===== src/rtl/ccd_pkg.sv =====
// Shared types and constants for the composite colour decoder.
// Used by ccd_decode_pipe, ccd_result_fifo and composite_colour_decoder_unit.
`default_nettype none

package ccd_pkg;

  localparam int DEF_FRACTION_BITS = 12;
  localparam int DEF_RESULT_DEPTH  = 16;

  localparam int REG_W      = 20;
  localparam int SAMPLE_W   = 16;
  localparam int CODE_W     = 4;
  localparam int INDEX_W    = 10;
  localparam int CHAN_W     = 8;
  localparam int CFG_IDX_W  = 2;
  localparam int IN_DATA_W  = 48;
  localparam int OUT_DATA_W = 24;

  // YIQ to RGB weights at 16 fraction bits, sign folded in
  localparam int CONV_W = 18;
  localparam logic signed [CONV_W-1:0] CONV_I [3] = '{
    18'sd62672, -18'sd17832, -18'sd72542
  };
  localparam logic signed [CONV_W-1:0] CONV_Q [3] = '{
    18'sd40698, -18'sd42428, 18'sd111713
  };

  typedef enum logic {
    ACT_LOAD   = 1'b0,
    ACT_DECODE = 1'b1
  } action_e;

  typedef enum logic [CFG_IDX_W-1:0] {
    CFG_CONTRAST   = 2'd0,
    CFG_BRIGHTNESS = 2'd1,
    CFG_CHROMA_RE  = 2'd2,
    CFG_CHROMA_IM  = 2'd3
  } cfg_reg_e;

  typedef struct packed {
    logic signed [REG_W-1:0] contrast;
    logic signed [REG_W-1:0] brightness;
    logic signed [REG_W-1:0] chroma_re;
    logic signed [REG_W-1:0] chroma_im;
  } ccd_cfg_t;

  typedef struct packed {
    logic [CHAN_W-1:0] red;
    logic [CHAN_W-1:0] green;
    logic [CHAN_W-1:0] blue;
    logic              clipped;
  } ccd_result_t;

endpackage

`default_nettype wire


===== src/rtl/ccd_result_fifo.sv =====
// Result queue between the decode datapath and the master stream side.
// Depends on ccd_pkg for the result item type.
`default_nettype none

module ccd_result_fifo #(
  parameter int DEPTH = ccd_pkg::DEF_RESULT_DEPTH
) (
  input  wire                   clk_i,
  input  wire                   rst_ni,
  input  wire                   push_i,
  input  ccd_pkg::ccd_result_t  data_i,
  input  wire                   pop_i,
  output logic                  valid_o,
  output ccd_pkg::ccd_result_t  data_o
);
  import ccd_pkg::*;

  localparam int PW = $clog2(DEPTH);
  localparam int CW = $clog2(DEPTH + 1);

  ccd_result_t    fifo_mem [DEPTH];
  logic [PW-1:0]  wr_ptr_d, wr_ptr_q, rd_ptr_d, rd_ptr_q;
  logic [CW-1:0]  count_d, count_q;

  always_ff @(posedge clk_i) begin
    if (push_i) begin
      fifo_mem[wr_ptr_q] <= data_i;
    end
  end

  always_comb begin
    wr_ptr_d = wr_ptr_q;
    rd_ptr_d = rd_ptr_q;
    if (push_i) begin
      wr_ptr_d = (wr_ptr_q == PW'(DEPTH - 1)) ? '0 : wr_ptr_q + 1'b1;
    end
    if (pop_i) begin
      rd_ptr_d = (rd_ptr_q == PW'(DEPTH - 1)) ? '0 : rd_ptr_q + 1'b1;
    end
    count_d = count_q + CW'(push_i) - CW'(pop_i);
  end

  always_ff @(posedge clk_i or negedge rst_ni) begin
    if (!rst_ni) begin
      wr_ptr_q <= '0;
      rd_ptr_q <= '0;
      count_q  <= '0;
    end else begin
      wr_ptr_q <= wr_ptr_d;
      rd_ptr_q <= rd_ptr_d;
      count_q  <= count_d;
    end
  end

  assign valid_o = (count_q != '0);
  assign data_o  = fifo_mem[rd_ptr_q];

endmodule

`default_nettype wire


===== config.mk =====
export PLATFORM = sky130hd
export DESIGN_NAME = ccd_result_fifo
export DESIGN_NICKNAME = d
export VERILOG_FILES = /design/src/rtl/ccd_pkg.sv /design/src/rtl/ccd_result_fifo.sv
export SDC_FILE = /design/constraint.sdc
export NUM_CORES = 1
export LEC_CHECK = 0
export BUFFER_PORTS_ARGS = -buffer_cell sky130_fd_sc_hd__buf_2
export CORE_ASPECT_RATIO = 0.8
export CORE_MARGIN = 1.5
export CORE_UTILIZATION = 45
export DETAILED_ROUTE_END_ITERATION = 8
export SYNTH_ARGS = -nofsm -noshare
export SYNTH_HDL_FRONTEND = slang
export SYNTH_SLANG_ARGS = --single-unit

===== constraint.sdc =====
create_clock -name clk_i -period 2.75 [get_ports clk_i]
set_clock_uncertainty 0.1 [all_clocks]
set_input_delay 0.55 -clock clk_i [delete_from_list [all_inputs] [get_ports clk_i]]
set_output_delay 0.55 -clock clk_i [all_outputs]
set_load 0.005 [all_outputs]

==> impl_metrics.py, run 1 <==
metrics = {
    "logic_synthesis": {
        "ys_ff_latch": 413,
        "synth.largest_area_cell": "edfxtp_1",
        "synthTopCellsByArea": "edfxtp_1 75%, mux4_2 10%, mux2i_1 4.7%, dfrtp_1 2.0%, a32oi_1 1.4%",
        "synth-seq-area-share_pct": 76.7,
        "synthArstFlopShare_pct": 3.15,
        "yosys.area.top_type_share_pct": 74.6,
        "synth_edf_count": 400,
        "yosysWarnings": 0,
        "synth_cells": 766,
        "synth_cell_types": 34,
        "avgSynthCellArea_um2": 21.0,
        "netlist_area_um2": 16100,
        "ys.flop_type": "edfxtp_1",
        "synth_nets": 807,
    },
    "sta": {
        "setup-tns-final_ns": -4.50,
        "worst_slew_pin_slew_ns": 0.530,
        "holdWs_ns": 0.255,
        "fin_crit_sh_pct": 108,
        "max_freq_mhz": 336,
        "fin_ws_ns": -0.226,
        "final_hold_viol_count": 0,
        "maxSlewViolCount": 0,
        "relSlewSlack_pct": 64.7,
        "fin_crit_ns": 2.98,
        "rsz0062_at_grt": "yes",
        "setup_viol": 25,
    },
    "placed_design": {
        "hpwl_mm": 19.7,
        "place.gp.congestion": 0.724,
        "pre_cts_ws_ns": 0.172,
        "placed_cell_area_um2": 17400,
        "io_buffers": 54,
    },
    "detailed_routing": {
        "routed_wl_mm": 36.1,
        "wl_per_cell_um": 26.0,
        "num_vias": 7912,
        "drc": 0,
        "drt_iter0_drc": 719,
        "firstDrtPassIters": 5,
        "antenna_left": 0,
        "viasPerCell": 5.70,
    },
    "setup_path": {
        "cpPeakStageDelay_ns": 0.40,
        "r2r_cells": 3,
        "critPathKind": "reg2out",
        "startpoint": "rd_ptr_q[2]$_DFFE_PN0P_",
        "timing.rr.end": "fifo_mem[5][3]$_DFFE_PP_",
        "path_delay_family": "compound AO/OA/AOI/OAI gates",
        "critPathLaunchType": "flop",
        "cp_max_fo": 17,
        "required_ns": 2.10,
        "worst_ep_arrival_time_ns": 2.33,
        "reg2reg_slack_ns": 0.62,
        "cpMaxStageDelayCell": "dfrtp_1",
        "path_cells": "buf_4 > nor2b_2 > buf_12 > a22oi_1 > mux2i_1 > o21ai_1 > buf_2",
        "worstSetupPathDepth": 7,
        "path_buf_inv": 3,
        "worstReg2RegStart": "wr_ptr_q[2]$_DFFE_PN0P_",
        "cp-end-kind": "output pin",
        "endpoint": "data_o[14]",
    },
    "power_and_ir_drop": {
        "peakVddDrop_uv": 619,
        "p_leak_nw": 6.34,
        "p_per_area_nw_per_um2": 961,
        "power.total_mw": 18.4,
    },
    "layout": {
        "layout_common_cells": "400 x edfxtp_1, 75 x mux4_2, 75 x mux2i_1",
        "fin_nets": 926,
        "layout_commonest_cell": "edfxtp_1",
        "syn2layout_area_growth_pct": 18.9,
        "final_area_um2": 19100,
        "diodes": 0,
        "drive_above_1_share_pct": 31.0,
    },
    "floorplan": {
        "die_x_um": 214,
        "die-area_um2": 36900,
        "core-area_um2": 35000,
        "die_y_um": 172,
        "rows": 61,
        "initial_core_util_pct": 46.0,
        "io_pins": 55,
    },
    "global_routing": {
        "grt_pass1_wl_mm": 53.4,
        "grt_pass1_vias": 8386,
        "grt_max_degree": 54,
        "grt.overflow.total": 0,
        "grt_antenna_before_repair": 1,
        "grt_usage_pct": 20.1,
    },
    "clock_tree": {
        "cts-root-buf": "clkbuf_16",
        "clk_pin_slew_ns": 0.06,
        "cts.sinks": 413,
        "cts_tree": "done",
        "clock_path_buffers": 3,
        "cts_buffers": 42,
        "worstSkewPairLatency_ns": 0.53,
        "cts_max_level": 2,
    },
    "status": {
        "violations": "negative setup slack",
        "outcome": "finished, violations left",
    },
    "worst_hold_path": {
        "holdPathStages": 2,
        "hold_class": "in2reg",
    },
    "run": {
        "drv_cap": 0,
    },
}
-- metal layers --
layer / global-route usage (%) / routed length, µm
met1: 26.9 / 15700
met2: 33.9 / 17500
met3: 3.69 / 1920
met4: 6.46 / 910
met5: 0 / 11
-- timing repair --
action                                  in CTS  in global routing
pin swaps                                    2                  8
hold buffers                                 1                  0
resized for setup                           21                 13
buffers inserted                            14                  0
endpoints found under the setup margin      25                 25
endpoints found under the hold margin       13                  0
gates cloned                                 7                  1
-- area by class of cell --
class                   count  area (µm²)
clock buffers              56        1130
flip-flops and latches    413       12300
clock inverters            19         169
well taps                 472         591
fillers                  2658       15800
repair buffers            118        1200
multi-input cells         298        3650
inverters                  12        45.0
-- registers in the layout, summed over array words and instances (netlist names) --
name      cells
fifo_mem    400
rd_ptr_q      4
count_q       5
wr_ptr_q      4
-- per-stage QoR --
stage | cells | utilization (%)
global route | 1388 | 54.7
finish | 1388 | 54.7
global placement | 1292 | 49.7
detailed placement | 1292 | 49.7
CTS | 1389 | 54.7
floorplan | 766 | -
-- how the worst min path moves through the flow --
| stage | endpoint | from |
|---|---|---|
| after floorplan | count_q[0]$_DFF_PN0_ | rst_ni |
| after global placement | wr_ptr_q[2]$_DFFE_PN0P_ | rst_ni |
| after detailed placement | wr_ptr_q[1]$_DFFE_PN0P_ | rst_ni |
| after CTS | wr_ptr_q[0]$_DFFE_PN0P_ | push_i |
| after global routing | rd_ptr_q[0]$_DFFE_PN0P_ | pop_i |
| final | rd_ptr_q[0]$_DFFE_PN0P_ | pop_i |
-- Yosys cell counts (3+ instances only) --
master,n
a32oi_1,25
xnor2_1,4
mux2i_1,76
ha_1,11
a21oi_1,4
nor2_1,14
nand2_1,12
buf_2,18
nand2b_1,4
nor3_1,3
inv_1,12
mux4_2,75
dfrtp_1,13
a22oi_1,25
o21ai_0,11
o21ai_1,20
nand3_1,4
buf_4,5
clkbuf_1,13
edfxtp_1,400
-- report_power, final --
group	internal, mW	leakage (nW)	switching, mW	total [mW]
Clock	3.18	0.633	2.25	5.43
Combinational	2.37	1.95	2.84	5.22
Sequential	7.50	3.76	0.236	7.74
Total	13.1	6.34	5.33	18.4
-- logic make-up after synthesis --
logic type	Yosys count	synth area share (%)
XOR/XNOR	6	0.327
multiplexers	152	15.3
flip-flops	413	76.7
buffers and inverters	55	1.87
AO/OA/AOI/OAI	87	3.71
AND/OR/NAND/NOR	41	1.16
adder cells (fa/ha/maj)	12	0.980
No activity file was read; power rests on OpenSTA's default activity.
==> inputs of run 2 (changes only) <==
--- a/config.mk
+++ b/config.mk
@@ -10,6 +10,7 @@
 export CORE_MARGIN = 1.5
 export CORE_UTILIZATION = 45
 export DETAILED_ROUTE_END_ITERATION = 8
+export SETUP_SLACK_MARGIN = 0.02
 export SYNTH_ARGS = -nofsm -noshare
 export SYNTH_HDL_FRONTEND = slang
 export SYNTH_SLANG_ARGS = --single-unit
==> constraint.sdc (replaced) <==
create_clock -name clk_i -period 3.4 [get_ports clk_i]
set_clock_uncertainty 0.1 [all_clocks]
set_input_delay 0.68 -clock clk_i [delete_from_list [all_inputs] [get_ports clk_i]]
set_output_delay 0.68 -clock clk_i [all_outputs]
set_load 0.005 [all_outputs]
==> impl_metrics.py, run 2 (synthesis gave the netlist of run 1 again) <==
metrics = {
    "clock_tree": {
        "cts-root-buf": "clkbuf_16",
        "cts_tree": "done",
        "cts.sinks": 413,
        "clock_path_buffers": 3,
        "post_cts_buffers": 0,
        "clk_pin_slew_ns": 0.06,
        "worstSkewPairLatency_ns": 0.54,
        "cts_max_level": 2,
        "cts_buffers": 41,
    },
    "floorplan": {
        "initial_core_util_pct": 46.0,
        "die_x_um": 214,
        "die_y_um": 172,
        "core-area_um2": 35000,
        "rows": 61,
        "die-area_um2": 36900,
        "io_pins": 55,
    },
    "sta": {
        "relSlewSlack_pct": 47.2,
        "worst_slew_pin_slew_ns": 0.791,
        "setup_viol": 0,
        "rsz0062_at_grt": "no",
        "fin_crit_sh_pct": 94.2,
        "fin_crit_ns": 3.20,
        "maxSlewViolCount": 0,
        "setup-tns-final_ns": 0,
        "holdWs_ns": 0.366,
        "max_freq_mhz": 312,
        "final_hold_viol_count": 0,
    },
    "placed_design": {
        "io_buffers": 54,
        "place.gp.congestion": 0.771,
        "hpwl_mm": 19.4,
    },
    "layout": {
        "multiInputGateArea_um2": 3510,
        "diodes": 0,
        "regArea_um2": 12300,
        "fin_nets": 899,
        "fillCellCount": 2727,
        "layout_commonest_cell": "edfxtp_1",
        "top_register": "fifo_mem",
        "largest_reg_flops": 400,
        "layout_common_cells": "400 x edfxtp_1, 76 x mux2i_1, 75 x mux4_2",
        "drive_above_1_share_pct": 27.0,
        "largestRegisters": "fifo_mem x400, count_q x5",
        "syn2layout_area_growth_pct": 14.7,
        "post-route-util_pct": 52.8,
    },
    "power_and_ir_drop": {
        "peakVddDrop_uv": 510,
        "p_leak_nw": 6.07,
        "p_per_area_nw_per_um2": 767,
        "power.total_mw": 14.2,
    },
    "global_routing": {
        "grt_max_degree": 51,
        "grt_pass1_wl_mm": 51.6,
        "grt_antenna_before_repair": 2,
        "grt.overflow.total": 0,
        "grt_usage_pct": 19.3,
        "grt_pass1_vias": 8166,
    },
    "setup_path": {
        "critPathLaunchType": "flop",
        "cp-end-kind": "output pin",
        "cp_max_fo": 19,
        "required_ns": 2.62,
        "critPathKind": "reg2out",
        "worst_ep_arrival_time_ns": 2.42,
        "reg2reg_slack_ns": 1.09,
    },
    "detailed_routing": {
        "antenna_left": 0,
        "drc": 0,
        "drt_iter0_drc": 761,
        "routed_wl_mm": 34.4,
        "num_vias": 7769,
        "viasPerCell": 5.71,
        "wl_per_cell_um": 25.3,
        "firstDrtPassIters": 5,
    },
    "status": {
        "outcome": "complete, no violations",
    },
    "worst_hold_path": {
        "hold_class": "in2reg",
    },
    "run": {
        "drv_cap": 0,
    },
}
run 2: cell type report:
type	count	share of cell area [%]
well taps	472	3.20
flip-flops and latches	413	66.9
repair buffers	92	3.86
clock buffers	56	6.09
inverters	12	0.244
clock inverters	18	0.712
multi-input cells	298	19.0
run 2: metal layers:
metal,share of wire [%],global-route usage (%),vias up
li1,-,-,3368
met1,44,26.1,4135
met2,49,32.7,209
met3,4.8,3.17,55
met4,2.3,5.51,2
met5,0.049,0,-
run 2: repair_timing:
item | 4_1_cts | 5_1_grt
setup endpoints to repair | 0 | 11
gates resized for setup | 0 | 1
hold buffers | 1 | 0
hold endpoints to repair | 13 | 0
run 2: critical path, stage by stage, from the launching register on:
cell and delay (ns):
dfrtp_4 0.46, buf_6 0.29, nor2b_2 0.08, buf_4 0.23, a22oi_1 0.31, mux2i_1 0.12, o21ai_0 0.22, buf_2 0.16
run 2: per-stage QoR:
stage | instances | cell area [µm²] | setup slack (ns)
2_1_floorplan | 766 | 16100 | 0.0432
4_1_cts | 1361 | 18500 | 0.0428
3_5_place_dp | 1286 | 17200 | 0.628
6_report | 1361 | 18500 | 0.199
5_1_grt | 1361 | 18500 | 0.0440
3_3_place_gp | 1286 | 17200 | 0.657
run 2: report_power, final:
part / internal, mW / switching (mW)
sequential: 6.07 / 0.218
combinational: 1.57 / 2.07
clock: 2.46 / 1.77
total: 10.1 / 4.06
run 2: path summary, 6_finish.rpt:
kind	startpoint	endpoint	cells after the start
worst min-delay path	pop_i	rd_ptr_q[0]$_DFFE_PN0P_	2
worst max-delay path	rd_ptr_q[0]$_DFFE_PN0P_	data_o[2]	7
worst min register to register	count_q[3]$_DFF_PN0_	count_q[4]$_DFF_PN0_	2
min in group asynchronous	rst_ni	rd_ptr_q[0]$_DFFE_PN0P_	2
worst max register to register	wr_ptr_q[1]$_DFFE_PN0P_	fifo_mem[5][13]$_DFFE_PP_	5
max in group asynchronous	rst_ni	rd_ptr_q[3]$_DFFE_PN0P_	2
